===== config.mk =====
export PLATFORM = sky130hd
export DESIGN_NAME = touch_gesture_tracker
export DESIGN_NICKNAME = d
export VERILOG_FILES = /design/src/hdl/tgt_pkg.sv /design/src/hdl/touch_gesture_tracker.sv /design/src/hdl/tgt_cfg_regs.sv /design/src/hdl/tgt_core.sv
export SDC_FILE = /design/constraint.sdc
export NUM_CORES = 1
export LEC_CHECK = 0
export BUFFER_PORTS_ARGS = -buffer_cell sky130_fd_sc_hd__buf_2
export CORE_ASPECT_RATIO = 0.5
export CORE_UTILIZATION = 50
export CTS_CLUSTER_SIZE = 12
export DETAILED_ROUTE_END_ITERATION = 8
export GPL_TIMING_DRIVEN = 0
export PLACE_DENSITY = 0.82
export SETUP_SLACK_MARGIN = 0.4
export SLEW_MARGIN = 30
export SYNTH_ARGS = -nofsm -noshare
export SYNTH_HDL_FRONTEND = slang
export SYNTH_SLANG_ARGS = --single-unit

===== constraint.sdc =====
create_clock -name clk -period 5.43 [get_ports clk]
set_input_delay 1.086 -clock clk [delete_from_list [all_inputs] [get_ports clk]]
set_output_delay 1.086 -clock clk [all_outputs]
set_load 0.1 [all_outputs]

===== src/hdl/tgt_pkg.sv =====
// Types, codes and reset constants of the touch gesture tracker.
package tgt_pkg;

  typedef enum logic [2:0] {
    GST_NONE      = 3'd0,
    GST_UP        = 3'd1,
    GST_DOWN      = 3'd2,
    GST_SLIDE_END = 3'd3,
    GST_SLIDE     = 3'd4
  } gesture_t;

  typedef enum logic [1:0] {
    FLT_OK     = 2'd0,
    FLT_STATUS = 2'd1,
    FLT_DATA   = 2'd2,
    FLT_RSVD   = 2'd3
  } fault_t;

  typedef enum logic [1:0] {
    REG_SLIDE_THRESHOLD = 2'd0,
    REG_TAP_WINDOW_MS   = 2'd1,
    REG_MAX_POINTS      = 2'd2,
    REG_UNUSED          = 2'd3
  } reg_idx_t;

  localparam int unsigned CFG_DATA_W = 16;
  localparam int unsigned IN_DATA_W  = 64;
  localparam int unsigned OUT_DATA_W = 120;

  localparam logic [11:0] SLIDE_THRESHOLD_RST = 12'd10;
  localparam logic [15:0] TAP_WINDOW_MS_RST   = 16'd250;
  localparam logic [3:0]  MAX_POINTS_RST      = 4'd5;
  localparam logic [7:0]  TAP_RUN_MAX         = 8'hFF;

  typedef struct packed {
    logic [11:0] slide_threshold;
    logic [15:0] tap_window_ms;
    logic [3:0]  max_points;
  } cfg_t;

  typedef struct packed {
    logic [31:0] now_ms;
    logic [11:0] point_y;
    logic [11:0] point_x;
    logic [3:0]  point_count;
    logic        ready_req;
    logic [1:0]  fault;
    logic        irq_pending;
  } item_t;

  typedef struct packed {
    gesture_t           gesture;
    logic [11:0]        track_x;
    logic [11:0]        track_y;
    logic [11:0]        origin_x;
    logic [11:0]        origin_y;
    logic signed [12:0] move_x;
    logic signed [12:0] move_y;
    logic [7:0]         reported_taps;
    logic [7:0]         tap_run;
    logic [31:0]        press_time;
    logic [31:0]        last_tap_time;
    logic [31:0]        fault_total;
  } state_t;

endpackage


===== src/hdl/touch_gesture_tracker.sv =====
// Top level of the touch gesture tracker: stream handshake, input stage and result framing.
//
// Each input transfer on in_* is one poll of a touch controller; every poll
// yields exactly one result transfer on out_* carrying the whole touch state
// (gesture code, tracked and start positions, deltas, tap count, fault count).
// The configuration channel cfg_* writes slide_threshold (index 0),
// tap_window_ms (index 1) and max_points (index 2); cfg_ready is always high,
// and other indexes are ignored. Write it only while no poll is in flight.
// A poll taken into the input register moves into the state registers, which
// drive out_tdata, once the result slot is free. One poll per cycle while
// out_tready is high: the gesture update is a single pass of compare-and-add
// logic between the input and state registers, the latter doubling as result.
// When the receiver holds out_tready low, the result stays put and one more
// poll can wait in the input register; in_tready then drops until the result
// is taken. Synchronous reset clears the gesture state, counters and both
// valid flags and restores the register defaults (10, 250, 5).
module touch_gesture_tracker (
  input  logic                              clk,
  input  logic                              rst_n,
  input  logic                              in_tvalid,
  output logic                              in_tready,
  // [0] irq_pending, [2:1] fault, [3] ready_req, [7:4] point_count,
  // [19:8] point_x, [31:20] point_y, [63:32] now_ms
  input  logic [tgt_pkg::IN_DATA_W-1:0]     in_tdata,
  output logic                              out_tvalid,
  input  logic                              out_tready,
  // [2:0] event_res, [14:3] cur_x, [26:15] cur_y, [38:27] start_x,
  // [50:39] start_y, [63:51] delta_x, [76:64] delta_y, [84:77] tap_count,
  // [116:85] fault_count, [119:117] zero
  output logic [tgt_pkg::OUT_DATA_W-1:0]    out_tdata,
  input  logic                              cfg_valid,
  output logic                              cfg_ready,
  input  logic [1:0]                        cfg_index,
  input  logic [tgt_pkg::CFG_DATA_W-1:0]    cfg_data
);

  tgt_pkg::cfg_t   cfg;
  tgt_pkg::state_t state;
  tgt_pkg::item_t  item_r;
  logic            item_valid_r;
  logic            out_valid_r;
  logic            advance;
  logic            in_xfer;

  // The result slot frees up when it is empty or being taken this cycle.
  assign advance   = !out_valid_r || out_tready;
  assign in_tready = !item_valid_r || advance;
  assign in_xfer   = in_tvalid && in_tready;
  assign cfg_ready = 1'b1;

  always_ff @(posedge clk) begin
    if (!rst_n) begin
      item_valid_r <= 1'b0;
      out_valid_r  <= 1'b0;
    end else begin
      if (in_tready) begin
        item_valid_r <= in_tvalid;
      end
      if (advance) begin
        out_valid_r <= item_valid_r;
      end
    end
  end

  // Payload register, no reset needed.
  always_ff @(posedge clk) begin
    if (in_xfer) begin
      item_r <= tgt_pkg::item_t'(in_tdata);
    end
  end

  tgt_cfg_regs u_cfg (
    .clk       (clk),
    .rst_n     (rst_n),
    .cfg_valid (cfg_valid && cfg_ready),
    .cfg_index (cfg_index),
    .cfg_data  (cfg_data),
    .cfg       (cfg)
  );

  // The state only moves when the poll it belongs to lands in the result slot.
  tgt_core u_core (
    .clk   (clk),
    .rst_n (rst_n),
    .step  (advance && item_valid_r),
    .item  (item_r),
    .cfg   (cfg),
    .state (state)
  );

  assign out_tvalid = out_valid_r;
  assign out_tdata  = {3'b000,
                       state.fault_total,
                       state.reported_taps,
                       state.move_y,
                       state.move_x,
                       state.origin_y,
                       state.origin_x,
                       state.track_y,
                       state.track_x,
                       state.gesture};

endmodule


===== src/hdl/tgt_cfg_regs.sv =====
// Configuration register file of the touch gesture tracker.
module tgt_cfg_regs (
  input  logic                               clk,
  input  logic                               rst_n,
  input  logic                               cfg_valid,
  input  logic [1:0]                         cfg_index,
  input  logic [tgt_pkg::CFG_DATA_W-1:0]     cfg_data,
  output tgt_pkg::cfg_t                      cfg
);

  tgt_pkg::cfg_t cfg_r;
  tgt_pkg::cfg_t cfg_nxt;

  always_comb begin
    cfg_nxt = cfg_r;
    if (cfg_valid) begin
      unique case (tgt_pkg::reg_idx_t'(cfg_index))
        tgt_pkg::REG_SLIDE_THRESHOLD: cfg_nxt.slide_threshold = cfg_data[11:0];
        tgt_pkg::REG_TAP_WINDOW_MS:   cfg_nxt.tap_window_ms   = cfg_data[15:0];
        tgt_pkg::REG_MAX_POINTS:      cfg_nxt.max_points      = cfg_data[3:0];
        default:                      cfg_nxt = cfg_r;
      endcase
    end
  end

  always_ff @(posedge clk) begin
    if (!rst_n) begin
      cfg_r.slide_threshold <= tgt_pkg::SLIDE_THRESHOLD_RST;
      cfg_r.tap_window_ms   <= tgt_pkg::TAP_WINDOW_MS_RST;
      cfg_r.max_points      <= tgt_pkg::MAX_POINTS_RST;
    end else begin
      cfg_r <= cfg_nxt;
    end
  end

  assign cfg = cfg_r;

endmodule


===== src/hdl/tgt_core.sv =====
// Gesture state update: one poll item per enabled cycle, state registers double as result.
module tgt_core (
  input  logic            clk,
  input  logic            rst_n,
  input  logic            step,
  input  tgt_pkg::item_t  item,
  input  tgt_pkg::cfg_t   cfg,
  output tgt_pkg::state_t state
);

  tgt_pkg::state_t    st_r;
  tgt_pkg::state_t    st_nxt;
  logic signed [12:0] dx;
  logic signed [12:0] dy;
  logic [12:0]        dx_neg;
  logic [12:0]        dy_neg;
  logic [11:0]        mag_x;
  logic [11:0]        mag_y;
  logic               slide_hit;
  logic               count_ok;
  logic [31:0]        press_age;
  logic [31:0]        tap_gap;
  logic               is_tap;
  logic               run_restart;

  assign dx     = $signed({1'b0, item.point_x}) - $signed({1'b0, st_r.track_x});
  assign dy     = $signed({1'b0, item.point_y}) - $signed({1'b0, st_r.track_y});
  assign dx_neg = 13'(-dx);
  assign dy_neg = 13'(-dy);
  assign mag_x  = dx[12] ? dx_neg[11:0] : dx[11:0];
  assign mag_y  = dy[12] ? dy_neg[11:0] : dy[11:0];
  assign slide_hit = (mag_x >= cfg.slide_threshold) || (mag_y >= cfg.slide_threshold);

  assign count_ok    = (item.point_count != 4'd0) && (item.point_count <= cfg.max_points);
  assign press_age   = item.now_ms - st_r.press_time;
  assign tap_gap     = item.now_ms - st_r.last_tap_time;
  assign is_tap      = press_age <= {16'd0, cfg.tap_window_ms};
  assign run_restart = tap_gap > {16'd0, cfg.tap_window_ms};

  always_comb begin
    st_nxt = st_r;
    if (item.irq_pending) begin
      if (tgt_pkg::fault_t'(item.fault) == tgt_pkg::FLT_STATUS) begin
        st_nxt.fault_total = st_r.fault_total + 32'd1;
      end else begin
        st_nxt.move_x = '0;
        st_nxt.move_y = '0;
        if (item.ready_req) begin
          st_nxt.reported_taps = '0;
          if (count_ok) begin
            if (tgt_pkg::fault_t'(item.fault) == tgt_pkg::FLT_DATA) begin
              st_nxt.fault_total = st_r.fault_total + 32'd1;
            end else begin
              unique case (st_r.gesture)
                tgt_pkg::GST_NONE, tgt_pkg::GST_UP, tgt_pkg::GST_SLIDE_END: begin
                  st_nxt.gesture    = tgt_pkg::GST_DOWN;
                  st_nxt.origin_x   = item.point_x;
                  st_nxt.origin_y   = item.point_y;
                  st_nxt.track_x    = item.point_x;
                  st_nxt.track_y    = item.point_y;
                  st_nxt.press_time = item.now_ms;
                end
                default: begin
                  // Down or slide: report the movement, slide once far enough.
                  st_nxt.move_x = dx;
                  st_nxt.move_y = dy;
                  if (st_r.gesture == tgt_pkg::GST_SLIDE || slide_hit) begin
                    st_nxt.gesture = tgt_pkg::GST_SLIDE;
                    st_nxt.track_x = item.point_x;
                    st_nxt.track_y = item.point_y;
                  end
                end
              endcase
            end
          end else begin
            unique case (st_r.gesture)
              tgt_pkg::GST_SLIDE: st_nxt.gesture = tgt_pkg::GST_SLIDE_END;
              tgt_pkg::GST_DOWN: begin
                st_nxt.gesture = tgt_pkg::GST_UP;
                if (is_tap) begin
                  if (run_restart) begin
                    st_nxt.tap_run = 8'd1;
                  end else if (st_r.tap_run != tgt_pkg::TAP_RUN_MAX) begin
                    st_nxt.tap_run = st_r.tap_run + 8'd1;
                  end
                  st_nxt.reported_taps = run_restart ? 8'd1 :
                    ((st_r.tap_run != tgt_pkg::TAP_RUN_MAX) ? st_r.tap_run + 8'd1
                                                             : st_r.tap_run);
                  st_nxt.last_tap_time = item.now_ms;
                end
              end
              default: st_nxt.gesture = tgt_pkg::GST_NONE;
            endcase
          end
        end
      end
    end
  end

  always_ff @(posedge clk) begin
    if (!rst_n) begin
      st_r <= '0;
    end else if (step) begin
      st_r <= st_nxt;
    end
  end

  assign state = st_r;

endmodule


; ---- Yosys cells after proc, flatten, opt, wreduce, memory -nomap -nowiden
; Index checks and enable logic that the tools add are counted.
[totals]
regBits = 287
in_bits = 87
output_inout_bits = 123
[classes]
n_addsub = 8
n_lt_le_gt_ge = 5
n_eq_ne = 11
muxes = 25
bitwise_logic = 3
reduce_logical = 27
[op_table]
columns = cell, n
row1 = 2-to-1 mux 32 bit, 9
row2 = 2-to-1 mux 138 bit, 1
row3 = 2-to-1 mux 77 bit, 1
row4 = subtractor 32 bit, 2
row5 = 2-to-1 mux 27 bit, 2
row6 = 2-to-1 mux 26 bit, 2
row7 = 2-to-1 mux 16 bit, 3
row8 = "adder 32 x 1 -> 32 bit, second input constant", 1
row9 = > comparator 32 x 16 -> 1 bit, 1
row10 = less-or-equal comparator 32 x 16 -> 1 bit, 1
row11 = subtractor 12 x 12 -> 13 bit, 2
row12 = greater-or-equal comparator 12 bit, 2
row13 = 2-to-1 mux 12 bit, 2
row14 = 2-to-1 mux 24 bit, 1
row15 = negator 12 bit, 2
row16 = AND reduction 7 bit, 3
row17 = 2-to-1 mux 8 bit, 2
row18 = "adder 8 x 1 -> 8 bit, second input constant", 1
row19 = "!= test 8 bit, second input constant", 1
row20 = nonzero test 2 bit, 4
row21 = "== test 3 x 2 -> 1 bit, second input constant", 2
row22 = AND reduction 2 bit, 3
row23 = AND reduction 6 bit, 1
row24 = AND reduction 5 bit, 1
row25 = 19 further kinds, 29

; ---- Logic depth before layout (Yosys ltp)
[depth]
depth_word = 12
mapped_depth = 27
depth_no_buf = 26

; ---- Cells and area by module
; A second synthesis with hierarchy kept.
[unflattened]
hier_cells = 2105
area_unflattened_um2 = 17763.3
[modules_own_cells]
columns = mod, n_inst, cells_each, area_per_inst_um2, seq_area_each_um2
row1 = tgt_core, 1, 1890, 14401.3, 3783.6
row2 = touch_gesture_tracker, 1, 79, 2063.2, 1961.9
row3 = tgt_cfg_regs, 1, 136, 1298.7, 640.6

; ---- Least setup slack after synthesis
; Ideal clock, no wire load.
[synth_path]
kind = register -> register
start = register item_r[32] in the netlist's numbering
end = register u_core.st_r (netlist bit u_core.state[105])
arrival_ns = 5.051
required_ns = 5.363
setup_slack_ns = 0.312
stages_incl_launch_ff = 27
period_less_slack_ns = 5.118
path_cell_list = edfxtp_1 -> inv_1 -> ha_1 -> inv_1 -> fa_1 -> a21o_2 -> nand3_1 -> a31o_1 -> or2b_1 -> a21oi_1 -> o21bai_1 -> a21oi_1 -> xnor2_1 -> ha_1 -> nand4_1 -> inv_1 -> a221oi_1 -> o32ai_1 -> nor4_2 -> nor4b_1 -> and4_1 -> nand4_1 -> or4_1 -> buf_2 -> or3_1 -> buf_4 -> o21ai_2
[synth_via]
elab_chain_cells = 6
word_cells_on_any_way = 8
[synth_lines]
columns = item, line
row1 = start: declaration, touch_gesture_tracker.sv:39  ; tgt_pkg::item_t item_r;
row2 = start signal: assignment, touch_gesture_tracker.sv:68  ; item_r <= tgt_pkg::item_t'(in_tdata);
row3 = subtractor 32 bit, tgt_core.sv:36  ; assign tap_gap = item.now_ms - st_r.last_tap_time;
row4 = > comparator 32 x 16 -> 1 bit, tgt_core.sv:38  ; assign run_restart = tap_gap > {16'd0, cfg.tap_window_ms};
row5 = 2-to-1 mux 8 bit, -
row6 = 2-to-1 mux 16 bit *, tgt_core.sv:80  ; if (is_tap) begin
row7 = 2-to-1 mux 16 bit *, tgt_core.sv:76  ; unique case (st_r.gesture)
row8 = 2-to-1 mux 16 bit *, tgt_core.sv:50  ; if (count_ok) begin
row9 = end signal: assignment, tgt_core.sv:104  ; st_r <= st_nxt;
row10 = end: declaration, tgt_core.sv:11  ; tgt_pkg::state_t st_r;
; Mark *: on every way between the ends. The rest lies on a longest branch, timed or not.
; A chain may end at the register's enable or synchronous reset.

; ---- Final worst setup path
[layout_path]
start = register item_r[32] in the netlist's numbering
end = register u_core.st_r (netlist bit u_core.state[101])
[layout_via]
elab_chain_cells = 3
word_cells_on_any_way = 6
[layout_lines]
columns = item, line
row1 = "subtractor 32 bit, on equally long branches", "tgt_core.sv:35, tgt_core.sv:36"
row2 = less-or-equal comparator 32 x 16 -> 1 bit or > comparator 32 x 16 -> 1 bit (tied branches), "tgt_core.sv:37, tgt_core.sv:38"
row3 = AND reduction 7 bit (no source line) or 2-to-1 mux 8 bit (tied branches), -
; Parallel ways exist; a longest one is shown, timed or not.

==> impl_metrics.env <==
export IMPL_status="finished, violations left"
export IMPL_violations="DRC, setup timing"
export IMPL_io_buffers=205
export IMPL_dieArea_sq_mm=0.0359
export IMPL_relSlewSlack=0.372
export IMPL_die_w_um=267
export IMPL_grt_usage=0.263
export IMPL_post_drt_wl_per_cell_um=17.6
export IMPL_initial_core_util=0.509
export IMPL_crit_type="register to register"
export IMPL_final_common_cell="nand2_1"
export IMPL_use_met2=0.447
export IMPL_holdBufCountCts=0
export IMPL_grt_busiest_layer="met2"
export IMPL_period_share=1.03
export IMPL_synth_seq_cells=287
export IMPL_clock_sinks=287
export IMPL_use_met1=0.343
export IMPL_fmax_mhz=179
export IMPL_worst_path_max_delay_cell="or4_4"
export IMPL_grt_pass1_wl_um=75400
export IMPL_synth_compound_area_frac=0.166
export IMPL_syn2layout_area_growth_pct=23.3
export IMPL_synth_xor_area_share=0.0579
export IMPL_ir_drop_mv=0.223
export IMPL_die_y_um=135
export IMPL_seqPwrFrac=0.441
export IMPL_grt_pass1_vias=14651
export IMPL_worstPathRequired_ps=5900
export IMPL_power_frac_comb=0.173
export IMPL_antenna_found_initial=8
export IMPL_leakage_nw=8.71
export IMPL_netlist_instances=2102
export IMPL_cp_end_kind="register"
export IMPL_placed_cells_incl_taps=2786
export IMPL_detail_route_antenna_nets=0
export IMPL_clkTransAtPathRegs_ps=70
export IMPL_cts_tree="done"
export IMPL_yosysWarnings=0
export IMPL_synth_top_family_by_area="simple AND/OR/NAND/NOR gates"
export IMPL_netlist_area_sq_mm=0.0176
export IMPL_finalHoldViolCount=0
export IMPL_cts_root_buf="clkbuf_16"
export IMPL_io_pins=210
export IMPL_worst_path_max_fanout=3
export IMPL_cap_viol_max_count=0
export IMPL_total_power_mw=5.15
export IMPL_htreeDepth=1
export IMPL_ys_types=75
export IMPL_nets=2642
export IMPL_period_needed_ps=5600
export IMPL_cts_buffers=29
export IMPL_place_ws_ps=-547
export IMPL_finClkSkew_ps=14.4
export IMPL_clk_latency_ps=590
export IMPL_drc=1
export IMPL_min_path_type="register to register"
export IMPL_synth_simple_area_share=0.181
export IMPL_synthArstFlopShare=0
export IMPL_vias=16116
export IMPL_grtUsageMet3=0.0367
export IMPL_gp_congestion=0.960
export IMPL_worst_pin_slew_ps=942
export IMPL_fin_ws_ps=-172
export IMPL_slowest_delay_ps=590
export IMPL_first_iter_violations=1253
export IMPL_cp_start_kind="register"
export IMPL_arrival_ps=6080
export IMPL_stdcell_count=2905
export IMPL_p_sw_mw=1.47
export IMPL_drt_pass1_iter_count=7
export IMPL_clock_path_buffers=3
export IMPL_hpwlAfterDp_um=36100
export IMPL_p_per_area_mw_per_mm2=238
export IMPL_ys_flop_type="dfxtp_1"
export IMPL_drt_total_wl_um=51100
export IMPL_final_cell_mix="300 x nand2_1, 223 x dfxtp_1, 213 x buf_2"
export IMPL_seq_area_frac_synth=0.364
export IMPL_synthAdderAreaFrac=0.113
export IMPL_slew_violations=0
export IMPL_syn_avg_cell_area_sq_um=8.35
export IMPL_synth_mux_area_frac=0.0189
export IMPL_power_frac_clock=0.386
export IMPL_rsz0062_at_grt="true"
export IMPL_switching_share=0.285
export IMPL_overflow=0
export IMPL_fillers=2798
export IMPL_grt_max_degree=42
export IMPL_final_layout_size_suffix_gt1_frac=0.251
export IMPL_setup_violations=10
export IMPL_synth_edf_count=64
export IMPL_num_rows=48
export IMPL_intPower_mw=3.68
export IMPL_path_common_cell="buf_6"
export IMPL_vias_per_cell=5.55
export IMPL_core_area_sq_mm=0.0345
## per-stage QoR
step	utilization	cell area [sq um]	hold WS [ps]	TNS, ps
global placement	0.556	19200	432	-33160
global route	0.627	21700	472	-6060
finish	0.627	21700	455	-754
detailed placement	0.557	19200	444	-25300
CTS	0.600	20700	452	0
floorplan	-	17600	417	0
## worst max-delay path: cells and delay by family (launching register included)
| family | cells | cell delay (ps) |
|---|---|---|
| and+or+nand+nor | 8 | 1730 |
| adders and majority gates | 3 | 750 |
| buffers and inverters | 9 | 860 |
| xor gates and xnor gates | 1 | 160 |
| AOI/OAI and AO/OA | 9 | 1570 |
| DFF | 1 | 420 |
## per-layer routing
| metal | share of wire | wire (um) |
|---|---|---|
| met1 | 0.43 | 22000 |
| met2 | 0.47 | 24100 |
| met3 | 0.058 | 2990 |
| met4 | 0.039 | 2020 |
| met5 | 0 | 0 |
## final timing paths
check                    startpoint           endpoint  slack, ps  cells past startpoint
setup / recovery         item_r[32]  u_core.state[101]       -170                     30
setup reg to reg         item_r[32]  u_core.state[101]       -170                     30
hold reg to reg   u_core.state[160]  u_core.state[160]        460                      2
hold / removal    u_core.state[160]  u_core.state[160]        460                      2
## power groups by stage
stage	Clock, mW	Combinational (mW)	Sequential (mW)
global route	2.10	0.968	2.27
finish	1.99	0.890	2.27
detailed placement	0	0.783	2.32
CTS	2.01	0.824	2.27
floorplan	0	0.572	2.30
global placement	0	0.758	2.32
## sequential cells by signal (all words and copies together), names as in the netlist
signal / count
item_r: 64
item_valid_r: 1
out_tvalid: 1
u_cfg.cfg: 32
u_core.state: 189
## cells by family after synthesis
kind of cell / after synthesis
AO/OA/AOI/OAI: 472
other: 2
buffers and inverters: 338
adder cells (fa/ha/maj): 156
AND/OR/NAND/NOR: 698
flip-flops: 287
XOR/XNOR: 116
multiplexers: 33
## cells in the mapped netlist, types with 8 or more instances
| library cell | n | area share |
|---|---|---|
| nand2_1 | 333 | 0.071 |
| dfxtp_1 | 223 | 0.25 |
| a21oi_1 | 215 | 0.061 |
| ha_1 | 152 | 0.11 |
| inv_1 | 145 | 0.031 |
| nor2_1 | 145 | 0.031 |
| buf_4 | 122 | 0.052 |
| xnor2_1 | 72 | 0.036 |
| edfxtp_1 | 64 | 0.11 |
| clkbuf_1 | 58 | 0.012 |
| o21ai_0 | 57 | 0.016 |
| xor2_1 | 44 | 0.022 |
| nand3_1 | 34 | 0.0097 |
| nand4_1 | 34 | 0.012 |
| mux2i_1 | 32 | 0.018 |
| a21o_1 | 31 | 0.013 |
| and3_1 | 23 | 0.0082 |
| o21a_1 | 21 | 0.0090 |
| nor3_1 | 20 | 0.0057 |
| a22oi_1 | 19 | 0.0081 |
| nor2b_1 | 19 | 0.0068 |
| o211ai_1 | 17 | 0.0073 |
| nand2b_1 | 15 | 0.0053 |
| and2_1 | 13 | 0.0046 |
| o21ai_1 | 13 | 0.0037 |
| or3_1 | 13 | 0.0046 |
| a211oi_1 | 10 | 0.0043 |
| o21bai_1 | 10 | 0.0043 |
| a31oi_1 | 9 | 0.0032 |
| buf_2 | 9 | 0.0026 |
| nor4_1 | 8 | 0.0029 |
## final cells by class
class	instances	area, sq um	share of cell area
Clock buffer	51	850	0.0392
Antenna cell	8	20.0	0.000924
Buffer	193	1370	0.0633
Timing Repair Buffer	264	1630	0.0751
Tap cell	475	594	0.0274
Clock inverter	3	57.6	0.00266
Multi-Input combinational cell	1479	10200	0.471
Sequential cell	287	6390	0.295
Inverter	145	544	0.0251
## repair_timing
action	CTS	global route
resized for setup	76	173
buffers inserted	31	20
gates cloned	2	4
endpoints found under the setup margin	74	75
pin swaps	41	71
Note: power is estimated with default switching activity, not from simulation.
